## src/rtl/core/xmr_pkg.sv

```systemverilog
package xmr_pkg;

    localparam int PAYLOAD_BYTES = 128;
    localparam int CNT_W         = $clog2(PAYLOAD_BYTES + 1);

    localparam int CFG_IDX_W  = 2;
    localparam int CFG_DATA_W = 4;

    localparam logic [CFG_IDX_W-1:0] CFG_CRC_MODE    = 2'd0;
    localparam logic [CFG_IDX_W-1:0] CFG_RETRY_LIMIT = 2'd1;

    localparam logic [3:0] RETRY_LIMIT_RST = 4'd10;

    localparam logic [7:0] BYTE_C   = 8'h43;
    localparam logic [7:0] BYTE_NAK = 8'h15;
    localparam logic [7:0] BYTE_ACK = 8'h06;
    localparam logic [7:0] BYTE_EOT = 8'h04;

    localparam logic CMD_START = 1'b0;
    localparam logic CMD_BYTE  = 1'b1;

    localparam logic KIND_TX   = 1'b0;
    localparam logic KIND_DATA = 1'b1;

    localparam logic [1:0] ST_RUNNING = 2'd0;
    localparam logic [1:0] ST_DONE    = 2'd1;
    localparam logic [1:0] ST_FAILED  = 2'd2;

    localparam logic [2:0] PH_IDLE   = 3'd0;
    localparam logic [2:0] PH_HEADER = 3'd1;
    localparam logic [2:0] PH_BLOCK  = 3'd2;
    localparam logic [2:0] PH_COMPL  = 3'd3;
    localparam logic [2:0] PH_DATA   = 3'd4;
    localparam logic [2:0] PH_CHK1   = 3'd5;
    localparam logic [2:0] PH_CHK2   = 3'd6;

    localparam logic [15:0] CRC_POLY = 16'h1021;

    typedef struct packed {
        logic       kind;
        logic [7:0] link_byte;
        logic [7:0] block_number;
        logic       good;
        logic       pkt_end;
        logic [1:0] status;
    } t_result;

    // CRC-16/XMODEM, one byte, MSB first
    function automatic logic [15:0] crc_byte(input logic [15:0] crc, input logic [7:0] b);
        logic [15:0] c;
        c = crc ^ {b, 8'h00};
        for (int i = 0; i < 8; i++) begin
            if (c[15]) begin
                c = {c[14:0], 1'b0} ^ CRC_POLY;
            end else begin
                c = {c[14:0], 1'b0};
            end
        end
        return c;
    endfunction

endpackage

```

## src/rtl/core/xmodem_receiver.sv

```systemverilog
// Timing: a word is first captured in the input register; when it advances, any result it
// makes is registered in the result register, o_out_valid rises, and it waits to be taken.
// Throughput: one word per cycle while results are taken; the input register and the result register let the
// next word come in while a result waits to be taken.
// The byte work (CRC-16 step, sum, phase decode) is one pass of logic between the two.
// Reset (i_rst_n low, synchronous) empties both registers, returns to idle, clears the
// session state and loads crc_mode 0, retry_limit 10.
module xmodem_receiver (
    input  logic                            i_clk,
    input  logic                            i_rst_n,
    input  logic                            i_in_valid,
    output logic                            o_in_ready,
    input  logic                            i_command,
    input  logic [7:0]                      i_rx_byte,
    output logic                            o_out_valid,
    input  logic                            i_out_ready,
    output logic                            o_result_kind,
    output logic [7:0]                      o_link_byte,
    output logic [7:0]                      o_block_number,
    output logic                            o_packet_good,
    output logic                            o_packet_end,
    output logic [1:0]                      o_session_status,
    input  logic                            i_cfg_valid,
    output logic                            o_cfg_ready,
    input  logic [xmr_pkg::CFG_IDX_W-1:0]   i_cfg_index,
    input  logic [xmr_pkg::CFG_DATA_W-1:0]  i_cfg_data
);

    logic                      r_crc_mode;
    logic [3:0]                r_retry_limit;

    logic                      r_in_valid;
    logic                      r_in_cmd;
    logic [7:0]                r_in_byte;

    logic                      r_out_valid;
    xmr_pkg::t_result          r_out;

    logic [2:0]                r_phase;
    logic [xmr_pkg::CNT_W-1:0] r_payload_count;
    logic [15:0]               r_crc;
    logic [7:0]                r_sum;
    logic [7:0]                r_block;
    logic                      r_compl_ok;
    logic [7:0]                r_check_high;
    logic [3:0]                r_reject_count;

    logic [2:0]                n_phase;
    logic [xmr_pkg::CNT_W-1:0] n_payload_count;
    logic [15:0]               n_crc;
    logic [7:0]                n_sum;
    logic [7:0]                n_block;
    logic                      n_compl_ok;
    logic [7:0]                n_check_high;
    logic [3:0]                n_reject_count;
    logic                      n_has_result;
    xmr_pkg::t_result          n_out;

    logic                      advance;
    logic                      chk_match;
    logic                      do_verdict;

    assign advance     = r_in_valid && (!r_out_valid || i_out_ready);
    assign o_in_ready  = !r_in_valid || advance;
    assign o_cfg_ready = 1'b1;

    always_ff @(posedge i_clk) begin
        if (!i_rst_n) begin
            r_crc_mode    <= 1'b0;
            r_retry_limit <= xmr_pkg::RETRY_LIMIT_RST;
        end else if (i_cfg_valid) begin
            case (i_cfg_index)
                xmr_pkg::CFG_CRC_MODE:    r_crc_mode    <= i_cfg_data[0];
                xmr_pkg::CFG_RETRY_LIMIT: r_retry_limit <= i_cfg_data[3:0];
                default: ;
            endcase
        end
    end

    always_comb begin
        n_phase         = r_phase;
        n_payload_count = r_payload_count;
        n_crc           = r_crc;
        n_sum           = r_sum;
        n_block         = r_block;
        n_compl_ok      = r_compl_ok;
        n_check_high    = r_check_high;
        n_reject_count  = r_reject_count;
        n_has_result    = 1'b0;
        chk_match       = 1'b0;
        do_verdict      = 1'b0;
        n_out.kind         = xmr_pkg::KIND_TX;
        n_out.link_byte    = xmr_pkg::BYTE_NAK;
        n_out.block_number = r_block;
        n_out.good         = 1'b0;
        n_out.pkt_end      = 1'b0;
        n_out.status       = xmr_pkg::ST_RUNNING;

        if (r_in_cmd == xmr_pkg::CMD_START) begin
            n_phase         = xmr_pkg::PH_HEADER;
            n_payload_count = '0;
            n_crc           = '0;
            n_sum           = '0;
            n_block         = '0;
            n_compl_ok      = 1'b0;
            n_check_high    = '0;
            n_reject_count  = '0;
            n_has_result    = 1'b1;
            n_out.link_byte    = r_crc_mode ? xmr_pkg::BYTE_C : xmr_pkg::BYTE_NAK;
            n_out.block_number = '0;
        end else begin
            case (r_phase)
                xmr_pkg::PH_HEADER: begin
                    if (r_in_byte == xmr_pkg::BYTE_EOT) begin
                        n_phase         = xmr_pkg::PH_IDLE;
                        n_has_result    = 1'b1;
                        n_out.link_byte = xmr_pkg::BYTE_ACK;
                        n_out.status    = xmr_pkg::ST_DONE;
                    end else begin
                        n_phase = xmr_pkg::PH_BLOCK;
                    end
                end
                xmr_pkg::PH_BLOCK: begin
                    n_block = r_in_byte;
                    n_phase = xmr_pkg::PH_COMPL;
                end
                xmr_pkg::PH_COMPL: begin
                    n_compl_ok      = (r_in_byte == ~r_block);
                    n_payload_count = '0;
                    n_crc           = '0;
                    n_sum           = '0;
                    n_phase         = xmr_pkg::PH_DATA;
                end
                xmr_pkg::PH_DATA: begin
                    n_crc           = xmr_pkg::crc_byte(r_crc, r_in_byte);
                    n_sum           = r_sum + r_in_byte;
                    n_payload_count = r_payload_count + 1'b1;
                    if (n_payload_count >= xmr_pkg::CNT_W'(xmr_pkg::PAYLOAD_BYTES)) begin
                        n_phase = xmr_pkg::PH_CHK1;
                    end
                    n_has_result    = 1'b1;
                    n_out.kind      = xmr_pkg::KIND_DATA;
                    n_out.link_byte = r_in_byte;
                end
                xmr_pkg::PH_CHK1: begin
                    if (r_crc_mode) begin
                        n_check_high = r_in_byte;
                        n_phase      = xmr_pkg::PH_CHK2;
                    end else begin
                        do_verdict = 1'b1;
                        chk_match  = (r_sum == r_in_byte);
                    end
                end
                xmr_pkg::PH_CHK2: begin
                    do_verdict = 1'b1;
                    chk_match  = (r_crc == {r_check_high, r_in_byte});
                end
                default: ;
            endcase

            if (do_verdict) begin
                n_has_result  = 1'b1;
                n_out.pkt_end = 1'b1;
                if (chk_match && r_compl_ok) begin
                    n_phase         = xmr_pkg::PH_HEADER;
                    n_out.link_byte = xmr_pkg::BYTE_ACK;
                    n_out.good      = 1'b1;
                end else if (r_reject_count >= r_retry_limit) begin
                    n_phase      = xmr_pkg::PH_IDLE;
                    n_out.status = xmr_pkg::ST_FAILED;
                end else begin
                    n_reject_count = r_reject_count + 1'b1;
                    n_phase        = xmr_pkg::PH_HEADER;
                end
            end
        end
    end

    always_ff @(posedge i_clk) begin
        if (!i_rst_n) begin
            r_in_valid      <= 1'b0;
            r_out_valid     <= 1'b0;
            r_phase         <= xmr_pkg::PH_IDLE;
            r_payload_count <= '0;
            r_crc           <= '0;
            r_sum           <= '0;
            r_block         <= '0;
            r_compl_ok      <= 1'b0;
            r_check_high    <= '0;
            r_reject_count  <= '0;
        end else begin
            if (o_in_ready) begin
                r_in_valid <= i_in_valid;
            end
            if (advance) begin
                r_out_valid     <= n_has_result;
                r_phase         <= n_phase;
                r_payload_count <= n_payload_count;
                r_crc           <= n_crc;
                r_sum           <= n_sum;
                r_block         <= n_block;
                r_compl_ok      <= n_compl_ok;
                r_check_high    <= n_check_high;
                r_reject_count  <= n_reject_count;
            end else if (i_out_ready) begin
                r_out_valid <= 1'b0;
            end
        end
    end

    always_ff @(posedge i_clk) begin
        if (o_in_ready && i_in_valid) begin
            r_in_cmd  <= i_command;
            r_in_byte <= i_rx_byte;
        end
        if (advance && n_has_result) begin
            r_out <= n_out;
        end
    end

    assign o_out_valid      = r_out_valid;
    assign o_result_kind    = r_out.kind;
    assign o_link_byte      = r_out.link_byte;
    assign o_block_number   = r_out.block_number;
    assign o_packet_good    = r_out.good;
    assign o_packet_end     = r_out.pkt_end;
    assign o_session_status = r_out.status;

    a_stall_only_when_full: assert property (@(posedge i_clk) disable iff (!i_rst_n)
        !o_in_ready |-> r_in_valid && r_out_valid)
        else $error("input stalled without a pending word");

    a_good_is_ack: assert property (@(posedge i_clk) disable iff (!i_rst_n)
        o_out_valid && o_packet_good |->
            o_packet_end && o_link_byte == xmr_pkg::BYTE_ACK
            && o_result_kind == xmr_pkg::KIND_TX)
        else $error("good flag without an ACK verdict");

    a_start_opens: assert property (@(posedge i_clk) disable iff (!i_rst_n)
        advance && r_in_cmd == xmr_pkg::CMD_START |=>
            r_phase == xmr_pkg::PH_HEADER && r_reject_count == '0 && r_out_valid)
        else $error("start did not open a session");

    a_fail_goes_idle: assert property (@(posedge i_clk) disable iff (!i_rst_n)
        advance && n_has_result && n_out.status == xmr_pkg::ST_FAILED |=>
            r_phase == xmr_pkg::PH_IDLE)
        else $error("failed session not idle");

endmodule

```

## config.mk

```make
export PLATFORM = sky130hd
export DESIGN_NAME = xmodem_receiver
export DESIGN_NICKNAME = d
export VERILOG_FILES = /design/src/rtl/core/xmr_pkg.sv /design/src/rtl/core/xmodem_receiver.sv
export SDC_FILE = /design/constraint.sdc
export NUM_CORES = 1
export LEC_CHECK = 0
export ABC_AREA = 1
export BUFFER_PORTS_ARGS = -buffer_cell sky130_fd_sc_hd__buf_2
export CORE_MARGIN = 1.5
export CORE_UTILIZATION = 55
export CTS_BUF_LIST = sky130_fd_sc_hd__clkbuf_4 sky130_fd_sc_hd__clkbuf_8
export CTS_CLUSTER_DIAMETER = 120
export DETAILED_ROUTE_END_ITERATION = 12
export GPL_TIMING_DRIVEN = 0
export MAX_ROUTING_LAYER = met4
export PLACE_DENSITY = 0.74
export RECOVER_POWER = 100
export SYNTH_ARGS = -nofsm -noshare
export SYNTH_HDL_FRONTEND = slang
export SYNTH_SLANG_ARGS = --single-unit
```

## constraint.sdc

```tcl
create_clock -name i_clk -period 2.9 [get_ports i_clk]
set_input_delay 0.29 -clock i_clk [delete_from_list [all_inputs] [get_ports i_clk]]
set_output_delay 0.29 -clock i_clk [all_outputs]
set_load 0.02 [all_outputs]
```

======== Word-level counts from Yosys, hierarchy flattened ========
Index checks and enable logic that the tools add are counted.
word-level totals
  register bits ........................... 93
  output and inout bits ................... 24
  word-level logic and storage cells ...... 148
cells by class
  $add $sub $neg .......................... 3
  magnitude comparators ................... 2
  equality and inequality tests ........... 22
  multiplexer cells ....................... 72
  bitwise gates (word level) .............. 10
  reduce and logical (&&, ||, !) cells .... 19
operators by type and width
  kind                                                                      count
  16-bit two-way mux                                                        15
  13-bit two-way mux                                                        8
  8-bit two-way mux                                                         10
  8-bit one-hot mux with 2 select lines                                     3
  16-bit one-hot mux with 2 select lines                                    1
  3-bit inverter                                                            8
  3-bit two-way mux                                                         6
  16-bit == test                                                            1
  8-bit == test                                                             2
  1-bit two-way mux                                                         16
  4-bit two-way mux                                                         4
  16-bit bitwise XOR                                                        1
  3-bit one-hot mux with 5 select lines                                     1
  2-bit AND reduction                                                       6
  3-bit == test (second input constant)                                     3
  8-bit by 1-bit adder with 8-bit output (second input constant)            1
  8-bit adder                                                               1
  8-bit by 3-bit == test with 1-bit output (second input constant)          1
  8-bit greater-or-equal comparator (second input constant)                 1
  2-bit by 1-bit inequality test with 1-bit output (second input constant)  4
  4-bit inequality test (second input constant)                             2
  8-bit inverter                                                            1
  4-bit AND reduction                                                       2
  7-bit two-way mux                                                         1
  17 further kinds                                                          29

======== Logic depth before layout (Yosys ltp) ========
Gate-level depths: netlist of run 1.
  depth after elaboration ................. 33
  depth in mapped cells ................... 14
  gate-level depth less buffers ........... 13

======== Worst setup path before layout of run 1 ========
No wires, ideal clock.
  path type ............................... register to register
  from .................................... reg r_in_byte[1]
  to ...................................... reg r_out, in the netlist o_block_number[0], enable pin
  setup time .............................. 376 ps
  arrival time ............................ 1,686 ps
  required time ........................... 2,524 ps
  path slack .............................. 838 ps
  cell stages (with the launch flop) ...... 9
  path buffers ............................ 1
  period minus slack after synthesis ...... 2,062 ps
  cell sequence ........................... edfxtp_1 -> buf_2 -> inv_1 -> nand4_1 -> nor3_1 -> nand4_1 -> nand2_1 -> o21ai_0 -> inv_1
between the ends
  word-level cells in the longest chain between the ends .. 6
RTL lines
  item                                      line                    source
  start, declared                           xmodem_receiver.sv:34   logic [7:0] r_in_byte;
  start signal, assigned                    xmodem_receiver.sv:214  r_in_byte <= i_rx_byte;
  8-bit by 3-bit == test with 1-bit output  xmodem_receiver.sv:114  if (r_in_byte == xmr_pkg::BYTE_EOT) begin
  1-bit two-way mux                         xmodem_receiver.sv:114
  1-bit one-hot mux with 2 select lines     xmodem_receiver.sv:112  case (r_phase)
  1-bit two-way mux                         xmodem_receiver.sv:161  if (do_verdict) begin
  1-bit two-way mux                         xmodem_receiver.sv:99   if (r_in_cmd == xmr_pkg::CMD_START) begin
  1-bit logical AND                         xmodem_receiver.sv:216  if (advance && n_has_result) begin
  end signal, assigned                      xmodem_receiver.sv:217  r_out <= n_out;
  end, declared                             xmodem_receiver.sv:37   xmr_pkg::t_result r_out;
Every way passes these cells.
A chain may end at the register's enable or synchronous reset.

==> out/metrics.csv, run 1 <==
stage,metric,value,unit
timing,fin crit period,2700,ps
routing,routed len/inst,15.2,um
clock_tree,clk buf depth,2,
yosys,Yosys top cell by area,dfxtp_1,
placement,Placed Area,0.00541,mm^2
routing,DR vias/cell,5.54,
timing,Least-Margin Pin Slew,851,ps
finish,Final #Nets,754,
clock_tree,worst skew pair latency,370,ps
floorplanning,die area,0.00981,mm^2
worst_setup_path,r2r setup slk,200,ps
floorplanning,die width,99.0,um
yosys,"EDFF count, synth",30,
worst_setup_path,Crit Path Class,register to register,
status,status,finished clean,
grt,largest net degree at the start of global routing,22,
yosys,syn avg cell area,7.62,um^2
routing,Vias,4600,
floorplanning,die height,99.0,um
routing,DRT iter0 DRCs,272,
clock_tree,clock root cell,clkbuf_8,
grt,GRT overflow,0,
worst_hold_path,hold path depth,1,
timing,final hold viol count,0,
worst_setup_path,Worst Setup End Kind,register,
yosys,Area contributors post-synth,"dfxtp_1 25%, edfxtp_1 18%, nand2_1 11%",
placement,Final HPWL DP,9480,um
yosys,Post-synth top cells,"155 x nand2_1, 81 x inv_1, 63 x a21oi_1, 63 x dfxtp_1, 47 x nor2_1",
routing,drt drc,0,
finish,Filler cells,836,
worst_setup_path,largest fanout on the critical path,10,
timing,RSZ-0062 raised after global routing,no,
power_and_ir_drop,peak supply drop,300,uV
worst_setup_path,arrival time worst endpoint,2800,ps
run,max-capacitance violation count,0,
placement,gpl congestion,0.920,
clock_tree,CTS tree,yes,
power_and_ir_drop,Lkg Pwr,2.37,nW
floorplanning,core area,0.00885,mm^2
yosys,Syn Std Cell Area,0.00507,mm^2
yosys,asr flop ratio synth,0,
worst_setup_path,Worst Reg2Reg Path Length in Cells,6,
clock_tree,CTS Hold Bufs,0,
grt,number of global-route vias before repair,4367,
grt,GRT Total Usage,0.278,
placement,PortBufs,41,
finish,Util after Layout,0.623,
routing,final WL,12700,um
clock_tree,H-tree levels,3,
yosys,share of Yosys cell area claimed by the top area cell type,0.249,
finish,synth-to-layout area growth,8.71,%
finish,cell area after layout,0.00551,mm^2
worst_hold_path,worst hold start,i_rx_byte[1],
timing,period utilization,0.932,
clock_tree,CTS sink count,93,
worst_setup_path,FF-to-FF End,o_link_byte[2]$_DFFE_PP_,
yosys,Synthesis Warnings,0,
finish,share of cells above drive strength 1,0.0844,
clock_tree,post_cts resized,0,
clock_tree,setup bufs post-CTS,0,
timing,Layout Skew,10.8,ps
yosys,"Primary FF master, synth",dfxtp_1,
grt,initial antenna violation count,0,
timing,highest clock rate,0.370,GHz
worst_setup_path,FF-to-FF Start,r_phase[2]$_SDFFE_PN0P_,
timing,Setup-failing EPs final,0,
yosys,syn nets,702,
yosys,register area share after synthesis,0.426,
floorplanning,Initial Utilization,0.573,
clock_tree,total CTS buffers,9,
finish,diode count,0,
timing,Sum Neg Setup Slack,0,ps
worst_hold_path,Tightest Hold Check Type,primary input to register,
floorplanning,Placement Rows,34,
yosys,Yosys cell types,54,
worst_setup_path,crit start category,register,
yosys,Yosys reg bits,93,
floorplanning,# IOs,44,
power_and_ir_drop,Final Total Pwr,2.72,mW
worst_hold_path,Worst Hold End,r_in_byte[1]$_DFFE_PP_,
yosys,top-count cell post-synth,nand2_1,
clock_tree,"Clk pin slew, worst setup/hold paths",90,ps
routing,Antenna Nets Post-Route,0,
power_and_ir_drop,P per Cell Area,493,mW/mm^2
timing,slew margin rel.,0.430,
grt,first-pass GRT wire length,20700,um
yosys,Cells after Synth,666,
routing,Pre-Repair DR Iteration Count,6,
worst_setup_path,Worst Path Required,3000,ps
timing,Slew Limit Fails,0,
[layer usage]
metal,GRT usage,share of wire
met5,-,0
met4,0.113,0.027
met3,0.0447,0.062
met2,0.459,0.47
met1,0.340,0.44
[worst max-delay path, stage by stage (launching register included)]
cell	delay [ps]
dfxtp_1	430
inv_1	140
nor3_1	450
inv_2	190
nor2_1	690
clkbuf_2	400
a22oi_1	140
[registers in the layout, summed over array words and instances, names as in the netlist]
name and cells:
r_payload_count 8, o_out_valid 1, r_compl_ok 1, r_crc 16, o_packet_good 1, r_retry_limit 4
o_packet_end 1, r_phase 3, r_in_byte 8, o_block_number 8, o_session_status 2, r_reject_count 4
r_in_valid 1, r_crc_mode 1, r_sum 8, r_check_high 8, o_result_kind 1, r_in_cmd 1
o_link_byte 8, r_block 8
[cells by family (layout without fill, tap and decap cells)]
logic type      count (synthesis)  after routing  synth area share
simple gates                  284            284             0.250
compound gates                134            134             0.149
buf+inv                       118            175            0.0952
flops                          93             93             0.426
xor+xnor                       20             20            0.0375
fa+ha+maj                      16             16            0.0409
other cells                     1              1          0.000739
[placed cells by master (no fill, tap or decap), types with 10 or more instances in the layout]
| cell type | count |
|---|---|
| inv_1 | 84 |
| nor2_1 | 50 |
| dfxtp_1 | 63 |
| ha_1 | 15 |
| nand2_1 | 157 |
| edfxtp_1 | 30 |
| a21oi_1 | 64 |
| nand3_1 | 36 |
| buf_2 | 23 |
| o21ai_0 | 41 |
| nand4_1 | 14 |
| clkbuf_1 | 38 |
| xnor2_1 | 10 |
[metrics by stage]
stage	setup slack, ps	hold WS (ps)	std cells
finish	196	98.9	831
global route	4.03	85.3	831
CTS	253	84.5	831
detailed placement	264	466	815
global placement	316	456	815
floorplan	838	389	666
[worst max path at each step]
stage	depth (start not counted)	end	from	slack (ps)
finish	6	o_link_byte[2]$_DFFE_PP_	r_phase[2]$_SDFFE_PN0P_	200
global route	8	o_link_byte[1]$_DFFE_PP_	r_in_byte[1]$_DFFE_PP_	4
CTS	8	o_link_byte[1]$_DFFE_PP_	r_in_byte[1]$_DFFE_PP_	250
detailed placement	8	o_block_number[2]$_SDFFCE_PN0P_	r_in_byte[1]$_DFFE_PP_	260
global placement	8	o_block_number[0]$_SDFFCE_PN0P_	r_in_byte[0]$_DFFE_PP_	320
floorplan	8	o_block_number[0]$_SDFFCE_PN0P_	r_in_byte[1]$_DFFE_PP_	840
[cell type report]
class | count | area (um^2) | share of cell area
well taps | 108 | 135 | 0.0245
flip-flops and latches | 93 | 2160 | 0.392
clock buffers | 10 | 131 | 0.0238
repair buffers | 41 | 175 | 0.0318
clock inverters | 6 | 87.6 | 0.0159
plain buffers | 25 | 115 | 0.0209
inverters | 93 | 349 | 0.0633
multi-input cells | 455 | 2360 | 0.428
[report_power, final]
| group | internal [mW] | switching (mW) | leakage, nW | total, mW |
|---|---|---|---|---|
| Combinational | 0.106 | 0.213 | 1.46 | 0.319 |
| Clock | 0.497 | 0.475 | 0.114 | 0.973 |
| Sequential | 1.39 | 0.0396 | 0.792 | 1.43 |
No activity file was read; power rests on OpenSTA's default activity.
==> run 2: changes to the inputs <==
ABC_AREA = unset   (was 1)
PLACE_DENSITY = 0.75   (was 0.74)
==> out/metrics.csv, run 2 <==
stage,metric,value,unit,change
clock_tree,worst skew pair latency,380,ps,about the same
yosys,Yosys top cell by area,dfxtp_1,,
timing,final hold viol count,0,,unchanged
power_and_ir_drop,peak supply drop,253,uV,-16%
finish,Final Non-Filler Cells,675,,-19%
power_and_ir_drop,Lkg Pwr,1.94,nW,-18%
power_and_ir_drop,Psw,689,uW,-5.4%
timing,Least-Margin Pin Slew,981,ps,+130 ps
yosys,register area share after synthesis,0.447,,+0.0206
clock_tree,clk buf depth,2,,unchanged
clock_tree,clock root cell,clkbuf_8,,
routing,final WL,11200,um,-12%
finish,"commonest non-fill, non-tap cell in the layout",dfxtp_1,,
worst_setup_path,arrival time worst endpoint,2970,ps,+170 ps
worst_hold_path,Tightest Hold Check Type,primary input to register,,
worst_setup_path,Crit Path Class,register to register,,
yosys,Yosys cell types,66,,+22%
clock_tree,CTS Hold Bufs,0,,unchanged
finish,Util after Layout,0.605,,-0.0181
clock_tree,H-tree levels,3,,unchanged
floorplanning,die width,96.8,um,-2.3%
yosys,top-count cell post-synth,dfxtp_1,,
yosys,share of Yosys cell area claimed by the top area cell type,0.261,,+0.0120
power_and_ir_drop,P per Cell Area,472,mW/mm^2,-4.2%
finish,"commonest cells after routing, fill and taps aside","63 x dfxtp_1, 49 x nand2_1, 48 x a21oi_1",,
worst_setup_path,crit start category,register,,
worst_setup_path,Worst Path Required,3210,ps,+210 ps
finish,synth-to-layout area growth,7.99,%,
finish,share of cells above drive strength 1,0.104,,+0.0197
timing,Slew Limit Fails,0,,unchanged
routing,routed len/inst,16.6,um,+8.7%
floorplanning,die area,0.00937,mm^2,-4.5%
timing,highest clock rate,0.376,GHz,+1.8%
yosys,"EDFF count, synth",30,,unchanged
grt,first-pass GRT wire length,18200,um,-12%
placement,PortBufs,42,,+2.4%
yosys,Syn Std Cell Area,0.00484,mm^2,-4.6%
timing,fin crit period,2660,ps,-47.4 ps
worst_setup_path,r2r setup slk,240,ps,+50 ps
finish,Filler cells,766,,-8.4%
placement,Place WS,78.5,ps,-186 ps
yosys,Post-synth top cells,"63 x dfxtp_1, 49 x nand2_1, 46 x nor2_1",,
worst_setup_path,FF-to-FF Start,r_phase[2]$_SDFFE_PN0P_,,
routing,DRT iter0 DRCs,231,,-15%
power_and_ir_drop,P_int,1.78,mW,-11%
yosys,asr flop ratio synth,0,,unchanged
floorplanning,die height,96.8,um,-2.3%
grt,GRT overflow,0,,unchanged
routing,Pre-Repair DR Iteration Count,7,,+1
yosys,Area contributors post-synth,"dfxtp_1 26%, edfxtp_1 19%, xor2_1 6.0%",,
finish,Final #Nets,598,,-21%
routing,Vias,3895,,-15%
status,status,finished clean,,
power_and_ir_drop,Final Total Pwr,2.47,mW,-9.2%
worst_setup_path,Worst Reg2Reg Path Length in Cells,7,,+1
timing,final setup margin,244,ps,+47.4 ps
finish,max reg flops,16,,unchanged
clock_tree,CTS tree,yes,,
worst_setup_path,Worst Setup End Kind,register,,
grt,GRT Total Usage,0.250,,-0.0283
worst_setup_path,Critical Path End,r_crc[1]$_SDFFE_PN0P_,,
clock_tree,total CTS buffers,9,,unchanged
timing,RSZ-0062 raised after global routing,no,,
grt,initial antenna violation count,0,,unchanged
power_and_ir_drop,Sw Share,0.279,,+0.0114
clock_tree,CTS sink count,93,,unchanged
timing,Setup-failing EPs final,0,,unchanged
finish,diode count,0,,unchanged
placement,Cells after DPL,659,,-19%
yosys,Synthesis Warnings,0,,unchanged
worst_hold_path,hold path depth,1,,unchanged
power_and_ir_drop,Logic pwr share,0.096,,-0.021
yosys,Yosys reg bits,93,,unchanged
power_and_ir_drop,clock share of power,0.345,,-0.013
yosys,syn avg cell area,9.51,um^2,+25%
placement,gpl congestion,0.911,,-1.1%
floorplanning,# IOs,44,,unchanged
floorplanning,core area,0.00864,mm^2,-2.4%
placement,Final HPWL DP,8160,um,-14%
floorplanning,Initial Utilization,0.560,,-0.0130
run,max-capacitance violation count,0,,unchanged
timing,period utilization,0.916,,-0.0163
power_and_ir_drop,sequential power share,0.559,,+0.034
yosys,Cells after Synth,509,,-24%
timing,slew margin rel.,0.343,,-0.0873
worst_setup_path,Crit. Startpoint,r_phase[2]$_SDFFE_PN0P_,,
yosys,syn nets,545,,-22%
clock_tree,"Clk pin slew, worst setup/hold paths",100,ps,about the same
worst_setup_path,largest fanout on the critical path,10,,unchanged
grt,number of global-route vias before repair,3782,,-13%
floorplanning,Placement Rows,34,,unchanged
finish,area of the multi-input gates,0.00234,mm^2,-0.90%
timing,Sum Neg Setup Slack,0,ps,unchanged
finish,Top reg by flops,r_crc,,
routing,Antenna Nets Post-Route,0,,unchanged
finish,FF+latch area,0.00216,mm^2,unchanged
yosys,"Primary FF master, synth",dfxtp_1,,
grt,largest net degree at the start of global routing,22,,unchanged
routing,drt drc,0,,unchanged
routing,DR vias/cell,5.77,,+4.2%
timing,Layout Skew,15.4,ps,+4.61 ps
worst_setup_path,FF-to-FF End,r_crc[1]$_SDFFE_PN0P_,,
==> run 2: cell types whose count changed after synthesis, moves of 8 or more <==
cell / previous run / this run
inv_2: 10 / 1
xor2_1: 8 / 33
o21ai_0: 40 / 13
a21oi_2: 0 / 9
clkbuf_1: 6 / 15
nand3_1: 33 / 24
inv_1: 81 / 11
a22oi_1: 1 / 12
and2_1: 2 / 10
xnor2_1: 10 / 23
nand2_1: 155 / 49
a21oi_1: 63 / 40
nand2b_1: 0 / 10
==> run 2: timing repair <==
action,CTS,global route
setup buffers,0,0
resized for setup,0,1
setup endpoints to repair,0,21
==> run 2: power groups by stage <==
stage | Sequential [mW] | Clock [mW] | Combinational (mW)
2_1_floorplan | 1.41 | 0 | 0.167
3_5_place_dp | 1.41 | 0 | 0.245
5_1_grt | 1.38 | 0.903 | 0.258
6_report | 1.38 | 0.850 | 0.237
4_1_cts | 1.38 | 0.853 | 0.246
3_3_place_gp | 1.41 | 0 | 0.238
==> run 2: worst min-delay path by stage <==
stage | from | endpoint | slack [ps]
5_1_grt | i_rx_byte[2] | r_in_byte[2]$_DFFE_PP_ | 80
6_report | i_rx_byte[2] | r_in_byte[2]$_DFFE_PP_ | 80
4_1_cts | i_command | r_in_cmd$_DFFE_PP_ | 80
2_1_floorplan | i_rst_n | r_retry_limit[1]$_SDFFE_PN1P_ | 350
3_5_place_dp | i_rx_byte[6] | r_in_byte[6]$_DFFE_PP_ | 470
3_3_place_gp | r_sum[0]$_SDFFE_PN0P_ | r_sum[0]$_SDFFE_PN0P_ | 440
==> run 2: area by class of cell <==
class,count,share of cell area
plain buffers,32,0.0326
clock buffers,9,0.0237
clock inverters,7,0.0120
inverters,14,0.0103
multi-input cells,370,0.447
flip-flops and latches,93,0.414
well taps,108,0.0259
repair buffers,42,0.0345
==> run 2: routing by layer <==
layer  wire [um]  global-route usage  up-vias
met5           0                   -        -
met4         281              0.0970        0
met3         599              0.0325       31
met2        5370               0.415      133
met1        4930               0.311     1842
li1            -                   -     1889
==> run 2: metrics by stage <==
step | hold slack (ps) | area, um^2
after detailed placement | 468 | 5190
after global placement | 443 | 5180
after CTS | 82.5 | 5370
final | 82.8 | 5230
after global routing | 78.3 | 5230
after floorplan | 352 | 4840
==> run 2: cell families after synthesis <==
kind of cell / Yosys count / synth area share
DFF: 93 / 0.447
adders and majority gates: 16 / 0.0429
muxes: 4 / 0.00828
other: 1 / 0.000775
and+or+nand+nor: 190 / 0.201
AOI/OAI and AO/OA: 103 / 0.148
xor gates and xnor gates: 56 / 0.101
buffers and inverters: 46 / 0.0507
==> run 2: worst max-delay path, stage by stage (launching register included) <==
cell	delay (ps)
dfxtp_1	480
inv_1	200
or3_1	390
buf_4	170
a31oi_1	790
buf_6	280
nand3_1	110
a21oi_2	170
